File: config.mk
export PLATFORM = sky130hd
export DESIGN_NAME = grid_rectangle_placer
export DESIGN_NICKNAME = d
export VERILOG_FILES = /design/src/hw/rtl/grp_pkg.sv /design/src/hw/rtl/grp_ram.sv /design/src/hw/rtl/grp_fit.sv /design/src/hw/rtl/grp_dist.sv /design/src/hw/rtl/grid_rectangle_placer.sv
export SDC_FILE = /design/constraint.sdc
export NUM_CORES = 2
export LEC_CHECK = 0
export BUFFER_PORTS_ARGS = -buffer_cell sky130_fd_sc_hd__buf_2
export CAP_MARGIN = 20
export CELL_PAD_IN_SITES_DETAIL_PLACEMENT = 0
export CELL_PAD_IN_SITES_GLOBAL_PLACEMENT = 1
export CORE_MARGIN = 2
export CORE_UTILIZATION = 30
export CTS_CLUSTER_SIZE = 12
export DETAILED_ROUTE_END_ITERATION = 8
export GPL_ROUTABILITY_DRIVEN = 1
export PLACE_DENSITY = 0.63
export SKIP_CTS_REPAIR_TIMING = 1
export SYNTH_ARGS = -nofsm -noshare
export SYNTH_HDL_FRONTEND = slang
export SYNTH_SLANG_ARGS = --single-unit
File: constraint.sdc
create_clock -name i_clk -period 17.3 [get_ports i_clk]
set_input_delay 0.865 -clock i_clk [delete_from_list [all_inputs] [get_ports i_clk]]
set_output_delay 0.865 -clock i_clk [all_outputs]
set_load 0.005 [all_outputs]
File: src/hw/rtl/grp_pkg.sv
package grp_pkg;

    localparam int GRID_X_DEF = 16;
    localparam int GRID_Y_DEF = 16;
    localparam int COORD_W    = 8;
    localparam int SIZE_W     = 5;
    localparam int RUN_W      = 5;
    localparam int CFG_W      = 16;
    localparam int CIDX_W     = 3;
    localparam int PX_W       = 17;
    localparam int STEP_W     = 13;
    localparam int PT_W       = 17;
    localparam int BOUND_W    = 17;

    typedef logic [COORD_W-1:0] t_coord;

    // Request codes
    localparam logic [2:0] REQ_FIRST = 3'd0;
    localparam logic [2:0] REQ_NEAR  = 3'd1;
    localparam logic [2:0] REQ_FREE  = 3'd2;
    localparam logic [2:0] REQ_FITS  = 3'd3;
    localparam logic [2:0] REQ_READ  = 3'd4;

    // Status codes
    localparam logic [2:0] ST_PLACED = 3'd0;
    localparam logic [2:0] ST_NOROOM = 3'd1;
    localparam logic [2:0] ST_FREED  = 3'd2;
    localparam logic [2:0] ST_FIT    = 3'd3;
    localparam logic [2:0] ST_CELL   = 3'd4;

    // Configuration register indexes
    localparam logic [CIDX_W-1:0] CFG_BORDER = 3'd0;
    localparam logic [CIDX_W-1:0] CFG_CELL_W = 3'd1;
    localparam logic [CIDX_W-1:0] CFG_CELL_H = 3'd2;
    localparam logic [CIDX_W-1:0] CFG_GAP_X  = 3'd3;
    localparam logic [CIDX_W-1:0] CFG_GAP_Y  = 3'd4;
    localparam logic [CIDX_W-1:0] CFG_CONT_W = 3'd5;
    localparam logic [CIDX_W-1:0] CFG_CONT_H = 3'd6;

    typedef enum logic [3:0] {
        S_IDLE,
        S_SCAN_RD,
        S_SCAN_UPD,
        S_SCAN_CHK,
        S_SCAN_X,
        S_SCAN_END,
        S_PICK,
        S_MARK_RD,
        S_MARK_WR,
        S_CELL_RD,
        S_CELL_ANS,
        S_DONE
    } t_state;

    typedef struct packed {
        logic   clear;
        logic   row;
        logic   step;
        logic   cand;
        t_coord x;
        t_coord y;
    } t_dist_ctl;

    typedef struct packed {
        logic   found;
        t_coord x;
        t_coord y;
    } t_dist_res;

    // Pixel extent of n cells with gaps between them, saturated
    function automatic logic [PX_W-1:0] px_size(input logic [11:0] unit_px,
                                                input logic [11:0] gap,
                                                input logic [SIZE_W-1:0] n);
        logic [17:0]       v;
        logic [SIZE_W-1:0] nm1;
        logic [PX_W-1:0]   res;
        nm1 = n - 1'b1;
        v   = ({6'd0, unit_px} * {13'd0, n}) + ({6'd0, gap} * {13'd0, nm1});
        if (n == '0) begin
            res = '0;
        end else if (v > 18'd131071) begin
            res = '1;
        end else begin
            res = v[PX_W-1:0];
        end
        return res;
    endfunction

endpackage

File: src/hw/rtl/grp_ram.sv
module grp_ram #(
    parameter int WIDTH = 16,
    parameter int DEPTH = 16
) (
    input  logic                                  i_clk,
    input  logic                                  i_we,
    input  logic [(DEPTH > 1 ? $clog2(DEPTH) : 1)-1:0] i_waddr,
    input  logic [WIDTH-1:0]                      i_wdata,
    input  logic [(DEPTH > 1 ? $clog2(DEPTH) : 1)-1:0] i_raddr,
    output logic [WIDTH-1:0]                      o_rdata
);

    logic [WIDTH-1:0] r_mem [DEPTH];

    // Write one word, read one word registered
    always_ff @(posedge i_clk) begin
        if (i_we) begin
            r_mem[i_waddr] <= i_wdata;
        end
        o_rdata <= r_mem[i_raddr];
    end

endmodule

File: src/hw/rtl/grp_fit.sv
module grp_fit #(
    parameter int GRID_X = grp_pkg::GRID_X_DEF
) (
    input  logic                       i_clk,
    input  logic                       i_rst_n,
    input  logic                       i_clear,
    input  logic                       i_load,
    input  logic [GRID_X-1:0]          i_row,
    input  logic [grp_pkg::SIZE_W-1:0] i_sx,
    input  logic [grp_pkg::SIZE_W-1:0] i_sy,
    output logic [GRID_X-1:0]          o_fit
);

    localparam int RUN_W = grp_pkg::RUN_W;

    logic [RUN_W-1:0]  r_run [GRID_X];
    logic [RUN_W-1:0]  n_run [GRID_X];
    logic [GRID_X-1:0] tall;
    logic [GRID_X-1:0] fit;

    // Count free rows ending at the current row, per column
    always_comb begin
        for (int c = 0; c < GRID_X; c++) begin
            if (i_row[c]) begin
                n_run[c] = '0;
            end else if (r_run[c] == '1) begin
                n_run[c] = r_run[c];
            end else begin
                n_run[c] = r_run[c] + 1'b1;
            end
            tall[c] = (n_run[c] >= i_sy);
        end
    end

    // An origin fits when every column of its window is tall enough
    always_comb begin
        for (int x = 0; x < GRID_X; x++) begin
            fit[x] = ((x + int'(i_sx)) <= GRID_X);
            for (int c = 0; c < GRID_X; c++) begin
                if ((c >= x) && (c < x + int'(i_sx)) && !tall[c]) begin
                    fit[x] = 1'b0;
                end
            end
        end
    end

    // Hold run lengths across rows
    always_ff @(posedge i_clk) begin
        for (int c = 0; c < GRID_X; c++) begin
            if (!i_rst_n || i_clear) begin
                r_run[c] <= '0;
            end else if (i_load) begin
                r_run[c] <= n_run[c];
            end
        end
    end

    // Register the fit vector of the row just taken
    always_ff @(posedge i_clk) begin
        if (i_load) begin
            o_fit <= fit;
        end
    end

endmodule

File: src/hw/rtl/grp_dist.sv
module grp_dist #(
    parameter int GRID_X = grp_pkg::GRID_X_DEF,
    parameter int GRID_Y = grp_pkg::GRID_Y_DEF
) (
    input  logic                               i_clk,
    input  logic                               i_rst_n,
    input  grp_pkg::t_dist_ctl                 i_ctl,
    input  logic signed [grp_pkg::PT_W-1:0]    i_pxb,
    input  logic signed [grp_pkg::PT_W-1:0]    i_pyb,
    input  logic [grp_pkg::STEP_W-1:0]         i_stepx,
    input  logic [grp_pkg::STEP_W-1:0]         i_stepy,
    input  logic [grp_pkg::BOUND_W-1:0]        i_bound,
    output grp_pkg::t_dist_res                 o_res
);

    localparam int MX    = (GRID_X > GRID_Y) ? GRID_X : GRID_Y;
    localparam int OFS_W = grp_pkg::STEP_W + $clog2(MX);
    localparam int DIF_W = ((OFS_W > grp_pkg::PT_W) ? OFS_W : grp_pkg::PT_W) + 2;
    localparam int D_W   = DIF_W + 1;

    logic [OFS_W-1:0]        r_ox;
    logic [OFS_W-1:0]        r_oy;
    logic [DIF_W-1:0]        r_dya;
    logic [D_W-1:0]          r_d;
    logic [D_W-1:0]          r_best;
    logic                    r_dv;
    logic                    r_found;
    grp_pkg::t_coord         r_dx;
    grp_pkg::t_coord         r_dy;
    grp_pkg::t_coord         r_bx;
    grp_pkg::t_coord         r_by;

    logic signed [DIF_W-1:0] ax;
    logic signed [DIF_W-1:0] bx;
    logic signed [DIF_W-1:0] dx;
    logic signed [DIF_W-1:0] ay;
    logic signed [DIF_W-1:0] by;
    logic signed [DIF_W-1:0] dy;
    logic [DIF_W-1:0]        absx;
    logic [DIF_W-1:0]        absy;
    logic                    better;

    // Offsets from the target point to the current cell origin
    always_comb begin
        ax   = DIF_W'(i_pxb);
        bx   = DIF_W'(r_ox);
        dx   = ax - bx;
        absx = (dx < 0) ? DIF_W'(-dx) : DIF_W'(dx);
        ay   = DIF_W'(i_pyb);
        by   = DIF_W'(r_oy);
        dy   = ay - by;
        absy = (dy < 0) ? DIF_W'(-dy) : DIF_W'(dy);
    end

    // Strictly closer wins; a tie goes to the lower column
    assign better = (r_d < r_best) || (r_found && (r_d == r_best) && (r_dx < r_bx));

    always_ff @(posedge i_clk) begin
        if (!i_rst_n) begin
            r_dv    <= 1'b0;
            r_found <= 1'b0;
        end else if (i_ctl.clear) begin
            r_dv    <= 1'b0;
            r_found <= 1'b0;
        end else begin
            r_dv <= i_ctl.step && i_ctl.cand;
            if (r_dv && better) begin
                r_found <= 1'b1;
            end
        end
    end

    // Advance origin offsets, compute distance, track the best origin
    always_ff @(posedge i_clk) begin
        if (i_ctl.clear) begin
            r_oy   <= '0;
            r_ox   <= '0;
            r_best <= D_W'(i_bound);
        end else begin
            if (i_ctl.row) begin
                r_dya <= absy;
                r_oy  <= r_oy + OFS_W'(i_stepy);
                r_ox  <= '0;
            end else if (i_ctl.step) begin
                r_ox <= r_ox + OFS_W'(i_stepx);
            end
            if (r_dv && better) begin
                r_best <= r_d;
                r_bx   <= r_dx;
                r_by   <= r_dy;
            end
        end
        r_d  <= D_W'(absx) + D_W'(r_dya);
        r_dx <= i_ctl.x;
        r_dy <= i_ctl.y;
    end

    assign o_res.found = r_found;
    assign o_res.x     = r_bx;
    assign o_res.y     = r_by;

endmodule

File: src/hw/rtl/grid_rectangle_placer.sv
// Channel   Direction  Handshake              Payload
// config    in         i_cfg_we               i_cfg_idx, i_cfg_data
// request   in         start high, busy low   i_req_type .. i_point_y
// result    out        o_done (one cycle)     o_status .. o_height_px
//
// One request at a time; busy stays high from accept through the o_done cycle.
// Place first fit and fits anywhere: grid rows are read, updated and checked in
// turn until a fit; place first fit then reads and writes each marked row.
// Place nearest: the scan is set by the single distance unit stepping one column
// per cycle, then the rows are marked. Free: each row is read and written back.
// Read cell: a row read, then the answer. Reset is synchronous; the occupancy
// rows read as free after reset by their valid bits. Results cannot be stalled.
module grid_rectangle_placer #(
    parameter int GRID_X = grp_pkg::GRID_X_DEF,
    parameter int GRID_Y = grp_pkg::GRID_Y_DEF
) (
    input  logic                              i_clk,
    input  logic                              i_rst_n,
    input  logic                              i_cfg_we,
    input  logic [grp_pkg::CIDX_W-1:0]        i_cfg_idx,
    input  logic [grp_pkg::CFG_W-1:0]         i_cfg_data,
    input  logic                              start,
    output logic                              busy,
    input  logic [2:0]                        i_req_type,
    input  logic [4:0]                        i_size_x,
    input  logic [4:0]                        i_size_y,
    input  logic [3:0]                        i_cell_x,
    input  logic [3:0]                        i_cell_y,
    input  logic signed [15:0]                i_point_x,
    input  logic signed [15:0]                i_point_y,
    output logic                              o_done,
    output logic [2:0]                        o_status,
    output logic                              o_found,
    output logic [3:0]                        o_placed_x,
    output logic [3:0]                        o_placed_y,
    output logic [16:0]                       o_width_px,
    output logic [16:0]                       o_height_px
);

    localparam int CW = grp_pkg::COORD_W;
    localparam int AW = (GRID_Y > 1) ? $clog2(GRID_Y) : 1;
    localparam int XW = (GRID_X > 1) ? $clog2(GRID_X) : 1;

    grp_pkg::t_state r_state;
    grp_pkg::t_state n_state;

    // Configuration
    logic [11:0] r_border;
    logic [11:0] r_cell_w;
    logic [11:0] r_cell_h;
    logic [11:0] r_gap_x;
    logic [11:0] r_gap_y;
    logic [15:0] r_cont_w;
    logic [15:0] r_cont_h;

    // Request
    logic [2:0]                      r_req;
    logic [4:0]                      r_sx;
    logic [4:0]                      r_sy;
    grp_pkg::t_coord                 r_cx;
    grp_pkg::t_coord                 r_cy;
    logic signed [grp_pkg::PT_W-1:0] r_pxb;
    logic signed [grp_pkg::PT_W-1:0] r_pyb;

    // Scan and mark
    grp_pkg::t_coord r_yend;
    grp_pkg::t_coord r_orgy;
    grp_pkg::t_coord r_xi;
    grp_pkg::t_coord r_mx;
    grp_pkg::t_coord r_my;
    grp_pkg::t_coord r_mr;
    logic            r_mset;

    // Result
    logic [2:0]      r_status;
    logic            r_found;
    grp_pkg::t_coord r_rx;
    grp_pkg::t_coord r_ry;
    logic [16:0]     r_wpx;
    logic [16:0]     r_hpx;

    // Occupancy store
    logic [GRID_Y-1:0] r_row_vld;
    logic              r_rd_vld;
    logic [AW-1:0]     ram_raddr;
    logic [AW-1:0]     ram_waddr;
    logic              ram_we;
    logic [GRID_X-1:0] ram_wdata;
    logic [GRID_X-1:0] ram_rdata;
    logic [GRID_X-1:0] row_q;

    logic                accept;
    logic                org_valid;
    grp_pkg::t_coord     org_y;
    logic                last_row;
    logic                last_x;
    logic [GRID_X-1:0]   fit;
    logic                fit_any;
    grp_pkg::t_coord     sel_x;
    grp_pkg::t_coord     mrow;
    logic                mark_end;
    logic [GRID_X-1:0]   mask;
    logic                cell_bit;
    logic                fit_clear;
    logic                fit_load;
    grp_pkg::t_dist_ctl  dctl;
    grp_pkg::t_dist_res  dres;

    assign accept = start && !busy;
    assign row_q  = r_rd_vld ? ram_rdata : '0;

    // Origin row that the row just read completes
    assign org_valid = (r_sy == '0) || ((r_yend + 1'b1) >= CW'(r_sy));
    assign org_y     = (r_sy == '0) ? r_yend : (r_yend + 1'b1 - CW'(r_sy));
    assign last_row  = (r_yend == CW'(GRID_Y - 1));
    assign last_x    = (r_xi == CW'(GRID_X - 1));
    assign fit_any   = |fit;
    assign mrow      = r_my + r_mr;
    assign mark_end  = (r_mr >= CW'(r_sy)) || (mrow >= CW'(GRID_Y));

    // Lowest fitting column
    always_comb begin
        sel_x = '0;
        for (int x = GRID_X - 1; x >= 0; x--) begin
            if (fit[x]) begin
                sel_x = CW'(x);
            end
        end
    end

    // Column span of the rectangle being marked or cleared
    always_comb begin
        for (int c = 0; c < GRID_X; c++) begin
            mask[c] = (CW'(c) >= r_mx) && (CW'(c) < (r_mx + CW'(r_sx)));
        end
    end

    // Pick one cell out of the row read
    always_comb begin
        cell_bit = 1'b0;
        for (int c = 0; c < GRID_X; c++) begin
            if (CW'(c) == r_cx) begin
                cell_bit = row_q[c];
            end
        end
    end

    // Next state
    always_comb begin
        n_state = r_state;
        case (r_state)
            grp_pkg::S_IDLE: begin
                if (accept) begin
                    case (i_req_type)
                        grp_pkg::REQ_FIRST: n_state = grp_pkg::S_SCAN_RD;
                        grp_pkg::REQ_NEAR:  n_state = grp_pkg::S_SCAN_RD;
                        grp_pkg::REQ_FITS:  n_state = grp_pkg::S_SCAN_RD;
                        grp_pkg::REQ_FREE:  n_state = grp_pkg::S_MARK_RD;
                        grp_pkg::REQ_READ:  n_state = grp_pkg::S_CELL_RD;
                        default:            n_state = grp_pkg::S_DONE;
                    endcase
                end
            end
            grp_pkg::S_SCAN_RD: n_state = grp_pkg::S_SCAN_UPD;
            grp_pkg::S_SCAN_UPD: begin
                if (!org_valid) begin
                    if (!last_row) begin
                        n_state = grp_pkg::S_SCAN_RD;
                    end else if (r_req == grp_pkg::REQ_NEAR) begin
                        n_state = grp_pkg::S_SCAN_END;
                    end else begin
                        n_state = grp_pkg::S_DONE;
                    end
                end else if (r_req == grp_pkg::REQ_NEAR) begin
                    n_state = grp_pkg::S_SCAN_X;
                end else begin
                    n_state = grp_pkg::S_SCAN_CHK;
                end
            end
            grp_pkg::S_SCAN_CHK: begin
                if (fit_any) begin
                    n_state = (r_req == grp_pkg::REQ_FIRST) ? grp_pkg::S_MARK_RD
                                                            : grp_pkg::S_DONE;
                end else begin
                    n_state = last_row ? grp_pkg::S_DONE : grp_pkg::S_SCAN_RD;
                end
            end
            grp_pkg::S_SCAN_X: begin
                if (last_x) begin
                    n_state = last_row ? grp_pkg::S_SCAN_END : grp_pkg::S_SCAN_RD;
                end
            end
            grp_pkg::S_SCAN_END: n_state = grp_pkg::S_PICK;
            grp_pkg::S_PICK: begin
                n_state = dres.found ? grp_pkg::S_MARK_RD : grp_pkg::S_DONE;
            end
            grp_pkg::S_MARK_RD: begin
                n_state = mark_end ? grp_pkg::S_DONE : grp_pkg::S_MARK_WR;
            end
            grp_pkg::S_MARK_WR:  n_state = grp_pkg::S_MARK_RD;
            grp_pkg::S_CELL_RD:  n_state = grp_pkg::S_CELL_ANS;
            grp_pkg::S_CELL_ANS: n_state = grp_pkg::S_DONE;
            grp_pkg::S_DONE:     n_state = grp_pkg::S_IDLE;
            default:             n_state = grp_pkg::S_IDLE;
        endcase
    end

    // Datapath controls per state
    always_comb begin
        ram_raddr = '0;
        ram_waddr = mrow[AW-1:0];
        ram_we    = 1'b0;
        ram_wdata = r_mset ? (row_q | mask) : (row_q & ~mask);
        fit_clear = accept;
        fit_load  = 1'b0;
        dctl.clear = accept;
        dctl.row   = 1'b0;
        dctl.step  = 1'b0;
        dctl.cand  = fit[r_xi[XW-1:0]];
        dctl.x     = r_xi;
        dctl.y     = r_orgy;
        case (r_state)
            grp_pkg::S_SCAN_RD: ram_raddr = r_yend[AW-1:0];
            grp_pkg::S_SCAN_UPD: begin
                fit_load = 1'b1;
                dctl.row = org_valid && (r_req == grp_pkg::REQ_NEAR);
            end
            grp_pkg::S_SCAN_X:  dctl.step = 1'b1;
            grp_pkg::S_MARK_RD: ram_raddr = mrow[AW-1:0];
            grp_pkg::S_MARK_WR: ram_we    = 1'b1;
            grp_pkg::S_CELL_RD: ram_raddr = r_cy[AW-1:0];
            default: ;
        endcase
    end

    assign busy   = (r_state != grp_pkg::S_IDLE);
    assign o_done = (r_state == grp_pkg::S_DONE);

    // Control state and configuration
    always_ff @(posedge i_clk) begin
        if (!i_rst_n) begin
            r_state   <= grp_pkg::S_IDLE;
            r_row_vld <= '0;
            r_border  <= 12'd0;
            r_cell_w  <= 12'd64;
            r_cell_h  <= 12'd64;
            r_gap_x   <= 12'd0;
            r_gap_y   <= 12'd0;
            r_cont_w  <= 16'd1920;
            r_cont_h  <= 16'd1080;
        end else begin
            r_state <= n_state;
            if (ram_we) begin
                r_row_vld[ram_waddr] <= 1'b1;
            end
            if (i_cfg_we) begin
                case (i_cfg_idx)
                    grp_pkg::CFG_BORDER: r_border <= i_cfg_data[11:0];
                    grp_pkg::CFG_CELL_W: r_cell_w <= i_cfg_data[11:0];
                    grp_pkg::CFG_CELL_H: r_cell_h <= i_cfg_data[11:0];
                    grp_pkg::CFG_GAP_X:  r_gap_x  <= i_cfg_data[11:0];
                    grp_pkg::CFG_GAP_Y:  r_gap_y  <= i_cfg_data[11:0];
                    grp_pkg::CFG_CONT_W: r_cont_w <= i_cfg_data;
                    grp_pkg::CFG_CONT_H: r_cont_h <= i_cfg_data;
                    default: ;
                endcase
            end
        end
    end

    // Request, scan counters and result word
    always_ff @(posedge i_clk) begin
        r_rd_vld <= r_row_vld[ram_raddr];
        case (r_state)
            grp_pkg::S_IDLE: begin
                if (accept) begin
                    r_req  <= i_req_type;
                    r_sx   <= i_size_x;
                    r_sy   <= i_size_y;
                    r_cx   <= CW'(i_cell_x);
                    r_cy   <= CW'(i_cell_y);
                    r_pxb  <= {i_point_x[15], i_point_x} - {5'd0, r_border};
                    r_pyb  <= {i_point_y[15], i_point_y} - {5'd0, r_border};
                    r_yend <= '0;
                    r_xi   <= '0;
                    r_mx   <= CW'(i_cell_x);
                    r_my   <= CW'(i_cell_y);
                    r_mr   <= '0;
                    r_mset <= 1'b0;
                    r_wpx  <= grp_pkg::px_size(r_cell_w, r_gap_x, i_size_x);
                    r_hpx  <= grp_pkg::px_size(r_cell_h, r_gap_y, i_size_y);
                    r_found <= 1'b0;
                    r_rx    <= '0;
                    r_ry    <= '0;
                    case (i_req_type)
                        grp_pkg::REQ_FREE: begin
                            r_status <= grp_pkg::ST_FREED;
                            r_rx     <= CW'(i_cell_x);
                            r_ry     <= CW'(i_cell_y);
                        end
                        grp_pkg::REQ_READ: begin
                            r_status <= grp_pkg::ST_CELL;
                            r_rx     <= CW'(i_cell_x);
                            r_ry     <= CW'(i_cell_y);
                        end
                        grp_pkg::REQ_FITS: r_status <= grp_pkg::ST_FIT;
                        default:           r_status <= grp_pkg::ST_NOROOM;
                    endcase
                end
            end
            grp_pkg::S_SCAN_UPD: begin
                r_orgy <= org_y;
                r_xi   <= '0;
                if (!org_valid) begin
                    r_yend <= r_yend + 1'b1;
                end
            end
            grp_pkg::S_SCAN_CHK: begin
                if (fit_any) begin
                    r_found <= 1'b1;
                    if (r_req == grp_pkg::REQ_FIRST) begin
                        r_status <= grp_pkg::ST_PLACED;
                        r_rx     <= sel_x;
                        r_ry     <= r_orgy;
                        r_mx     <= sel_x;
                        r_my     <= r_orgy;
                        r_mr     <= '0;
                        r_mset   <= 1'b1;
                    end
                end else begin
                    r_yend <= r_yend + 1'b1;
                end
            end
            grp_pkg::S_SCAN_X: begin
                r_xi <= r_xi + 1'b1;
                if (last_x) begin
                    r_yend <= r_yend + 1'b1;
                end
            end
            grp_pkg::S_PICK: begin
                if (dres.found) begin
                    r_found  <= 1'b1;
                    r_status <= grp_pkg::ST_PLACED;
                    r_rx     <= dres.x;
                    r_ry     <= dres.y;
                    r_mx     <= dres.x;
                    r_my     <= dres.y;
                    r_mr     <= '0;
                    r_mset   <= 1'b1;
                end
            end
            grp_pkg::S_MARK_WR: r_mr <= r_mr + 1'b1;
            grp_pkg::S_CELL_ANS: r_found <= (r_cy < CW'(GRID_Y)) && cell_bit;
            default: ;
        endcase
    end

    assign o_status    = r_status;
    assign o_found     = r_found;
    assign o_placed_x  = r_rx[3:0];
    assign o_placed_y  = r_ry[3:0];
    assign o_width_px  = r_wpx;
    assign o_height_px = r_hpx;

    grp_ram #(
        .WIDTH (GRID_X),
        .DEPTH (GRID_Y)
    ) u_occ (
        .i_clk   (i_clk),
        .i_we    (ram_we),
        .i_waddr (ram_waddr),
        .i_wdata (ram_wdata),
        .i_raddr (ram_raddr),
        .o_rdata (ram_rdata)
    );

    grp_fit #(
        .GRID_X (GRID_X)
    ) u_fit (
        .i_clk   (i_clk),
        .i_rst_n (i_rst_n),
        .i_clear (fit_clear),
        .i_load  (fit_load),
        .i_row   (row_q),
        .i_sx    (r_sx),
        .i_sy    (r_sy),
        .o_fit   (fit)
    );

    grp_dist #(
        .GRID_X (GRID_X),
        .GRID_Y (GRID_Y)
    ) u_dist (
        .i_clk   (i_clk),
        .i_rst_n (i_rst_n),
        .i_ctl   (dctl),
        .i_pxb   (r_pxb),
        .i_pyb   (r_pyb),
        .i_stepx ({1'b0, r_cell_w} + {1'b0, r_gap_x}),
        .i_stepy ({1'b0, r_cell_h} + {1'b0, r_gap_y}),
        .i_bound ({1'b0, r_cont_w} + {1'b0, r_cont_h}),
        .o_res   (dres)
    );

endmodule

==> metrics.md <==
| Metric | Value |
|---|---|
| Ys async rst share | 0% |
| Core footprint | 165,000 um^2 |
| Fraction of the cycle the final worst path needs | 42.2% |
| Root buffer cell | clkbuf_16 |
| Final worst slack | 10,000 ps |
| Tmin final | around 7300 ps |
| Post-Place Cells | around 7,300 |
| Met1 GRT Util | 22.2% |
| Pleak | 22.9 nW |
| Initial Util | between 30 and 40% |
| Area share of the largest cell type after synthesis | between 30% and 40% |
| Net count, final | about 5,900 |
| Startpoint Class | primary input |
| Yosys cell types | 87 |
| Max-cap violations | 0 |
| Slew @ Worst Pin | ~1200 ps |
| Area after DPL | 53,200 um^2 |
| Internal power | 4.82 mW |
| Worst vdd ir | 0.0000857 V |
| Antenna Violating Nets Remaining | 0 |
| Hold Fails Final Rpt | 0 |
| Slew Limit Fails | 0 |
| Share of total power in the clock network | between 20% and 30% |
| Crit Path Max Fanout | 25 |
| Drt pass-1 iters | 8 |
| First-pass GRT wire length | about 220,000 um |
| Number of flops mapped to enable cells by yosys | 554 |
| Row cnt | 149 |
| Post-Syn Area | roughly 50,000 um^2 |
| I/O Buffers | 123 |
| Antenna violations before repair | 10 |
| Largest net degree at the start of global routing | between 80 and 90 |
| Flop pwr share | 34.3% |
| Synth area leader | edfxtp_1 |
| Die area | 170,000 um^2 |
| Fill count | 16,808 |
| Req. time, crit path | approximately 18,000 ps |
| Avg Inst Size Synth | 9.69 um^2 |
| Most frequent cells in the layout | nand2_1 (781), edfxtp_1 (554), inv_1 (432) |
| # IOs | approximately 120 |
| Seq cells post-synth | 758 |
| Finished Cell Area | 56,200 um^2 |
| Clock Skew | about 53 ps |
| Hold Crit Class | in -> reg |
| Die Span X | between 400 and 500 um |
| Gr busiest metal | met2 |
| Top post-synthesis cells by area | edfxtp_1 (33%), ha_1 (9.3%), fa_1 (8.4%) |
| Worst hold slack | 372 ps |
| Pwr dens | between 100 and 150 nW/um^2 |
| RSZ-0062 raised after global routing | false |
| M3 GR Usage | ~2.2% |
| Mean routed wirelength per cell | between 15 and 20 um |
| Final Non-Filler Cells | ~7,500 |
| Setup WS pre-CTS | 9310 ps |
| Clk pin slew, worst setup/hold paths | about 60 ps |
| Final Setup Violations | 0 |
| GR Util All Layers | between 10% and 20% |
| Sw frac | between 30% and 40% |
| DP HPWL | 101,000 um |
| Sequential share of the synthesized area | 41.5% |
| Relative slew slack | between 20 and 25% |
| Logic pwr share | between 40% and 50% |
| Main synth FF type | edfxtp_1 |
| Vias/cell | about 5 |
| Synth warn | 0 |
| Critical path class | in -> reg |
| DRT Wirelength | around 140,000 um |
| Max Freq | 137 MHz |
| Met2 usage | about 28% |
| Final Util | approximately a third |
| Clk Latency, worst-skew pair | approximately 720 ps |
| CTS Sinks | between 700 and 800 |
| Layout area overhead | 12.7% |
| CP endpoint kind | flop |
| Post-Synthesis Cells | 5,148 |
| Power, Total | between 8 and 9 mW |
| Sum Neg Setup Slack | 0 ps |
| TritonCTS clock tree | yes |
| CTS Buf Count | 88 |
| Die height | around 410 um |
| Status | finished, final reports clean |
| Share of cells above drive strength 1 | under 10% |
| Violation count after the first detailed-routing iteration | about 2,600 |
| Psw | approximately 3.2 mW |
| Commonest non-fill, non-tap cell in the layout | nand2_1 |
| CTS H-tree lvls | 3 |
| CP arrival | between 7000 and 8000 ps |
| Clock Path Buffers | 3 |
| Number of global-route vias before repair | 37,207 |
| GRT Residual Overflow | 0 |
| DR DRC count | 0 |
| Via count | around 37,000 |
| Routability congestion estimate | 0.873 |
synthesized netlist by cell type, types with 10 or more instances:
master and instances:
nand2_1 782, a311oi_1 36, nor2_1 302, or2_2 14, a21o_1 98, o21a_1 43, nor4_1 15, nand4_1 38
ha_1 369, o22ai_1 13, a21oi_1 267, a21boi_0 93, o21ai_0 175, a211oi_1 23, o21bai_1 16, a22oi_1 13
clkbuf_1 174, fa_1 209, or3_1 22, nor3_1 99, dfxtp_1 204, inv_1 433, and2_1 132, xnor2_1 135
and3_1 40, nand3_1 254, mux2_2 15, buf_1 17, xor2_1 127, a2111oi_0 10, a31oi_1 66, o31ai_1 24
edfxtp_1 554, o211ai_1 11, nor2b_1 97, nand2b_1 71, mux2i_1 24
worst max-delay path, cell delays in order:
cell and delay (ps):
buf_2 420, inv_1 120, ha_1 250, nand2b_1 110, nor3_2 40, buf_4 220
nor2_1 520, nor2b_1 150, fa_1 550, inv_1 50, fa_1 500, fa_1 540
inv_1 50, fa_1 530, inv_1 60, fa_1 530, inv_1 40, ha_1 330
a21boi_0 160, o31ai_1 390, a311oi_1 190, a41o_1 290, a31oi_1 210, xnor2_1 230
buf_4 260, a21oi_1 90
path summary, 6_finish.rpt:
path,from,end,slack [ps],cells after the start
worst min-delay path,i_cell_y[2],r_cy[2]$_DFFE_PP_,370,1
worst max-delay path,i_size_x[0],o_width_px[5]$_SDFFCE_PN0P_,10000,26
worst min register to register,r_orgy[1]$_DFFE_PP_,u_dist.r_dy[1]$_DFF_P_,380,0
worst max register to register,r_cell_w[1]$_SDFFE_PN0P_,o_width_px[5]$_SDFFCE_PN0P_,11210,18
area by class of cell:
type | count | area, um^2 | area share [%]
inverters | 436 | 1640 | 2.92
multi-input cells | 3763 | 26900 | 47.9
flip-flops and latches | 758 | 20700 | 36.9
repair buffers | 192 | 1160 | 2.07
well taps | 2189 | 2740 | 4.87
diodes | 2 | 5.00 | 0.00890
clock inverters | 42 | 497 | 0.884
clock buffers | 123 | 2500 | 4.45
power by group through the flow:
stage | Combinational [mW] | Clock (mW) | Sequential [mW]
after floorplan | 2.38 | 0 | 2.70
after global placement | 3.32 | 0 | 2.78
after detailed placement | 3.34 | 0 | 2.79
after CTS | 3.36 | 1.96 | 2.75
after global routing | 3.76 | 2.03 | 2.79
final | 3.36 | 1.91 | 2.75
flip-flops by register name (all words and copies together), names as in the netlist, 12 cells and up:
signal / count
u_dist.r_best: 20
r_gap_y: 12
r_border: 12
r_row_vld: 16
u_occ.o_rdata: 16
u_dist.r_oy: 17
r_gap_x: 12
r_cell_w: 12
u_dist.r_dya: 19
u_dist.r_d: 20
r_cont_h: 16
r_pxb: 17
u_dist.r_ox: 17
u_fit.o_fit: 16
r_cell_h: 12
u_occ.r_mem: 256
r_cont_w: 16
u_fit.r_run: 80
o_width_px: 17
r_pyb: 17
o_height_px: 17
routing by layer:
layer | wire [um] | part of all wire (%)
met3 | 6790 | 4.8
met2 | 68000 | 48
met4 | 3860 | 2.7
met1 | 63800 | 45
met5 | 23 | 0.016
cell families after synthesis:
family | synth area share, %
AND/OR/NAND/NOR | 17.7
AO/OA/AOI/OAI | 12.6
flip-flops | 41.5
buffers and inverters | 4.74
adder cells (fa/ha/maj) | 17.7
XOR/XNOR | 4.60
multiplexers | 1.14
other | 0.00752
Note: power is estimated with default switching activity, not from simulation.
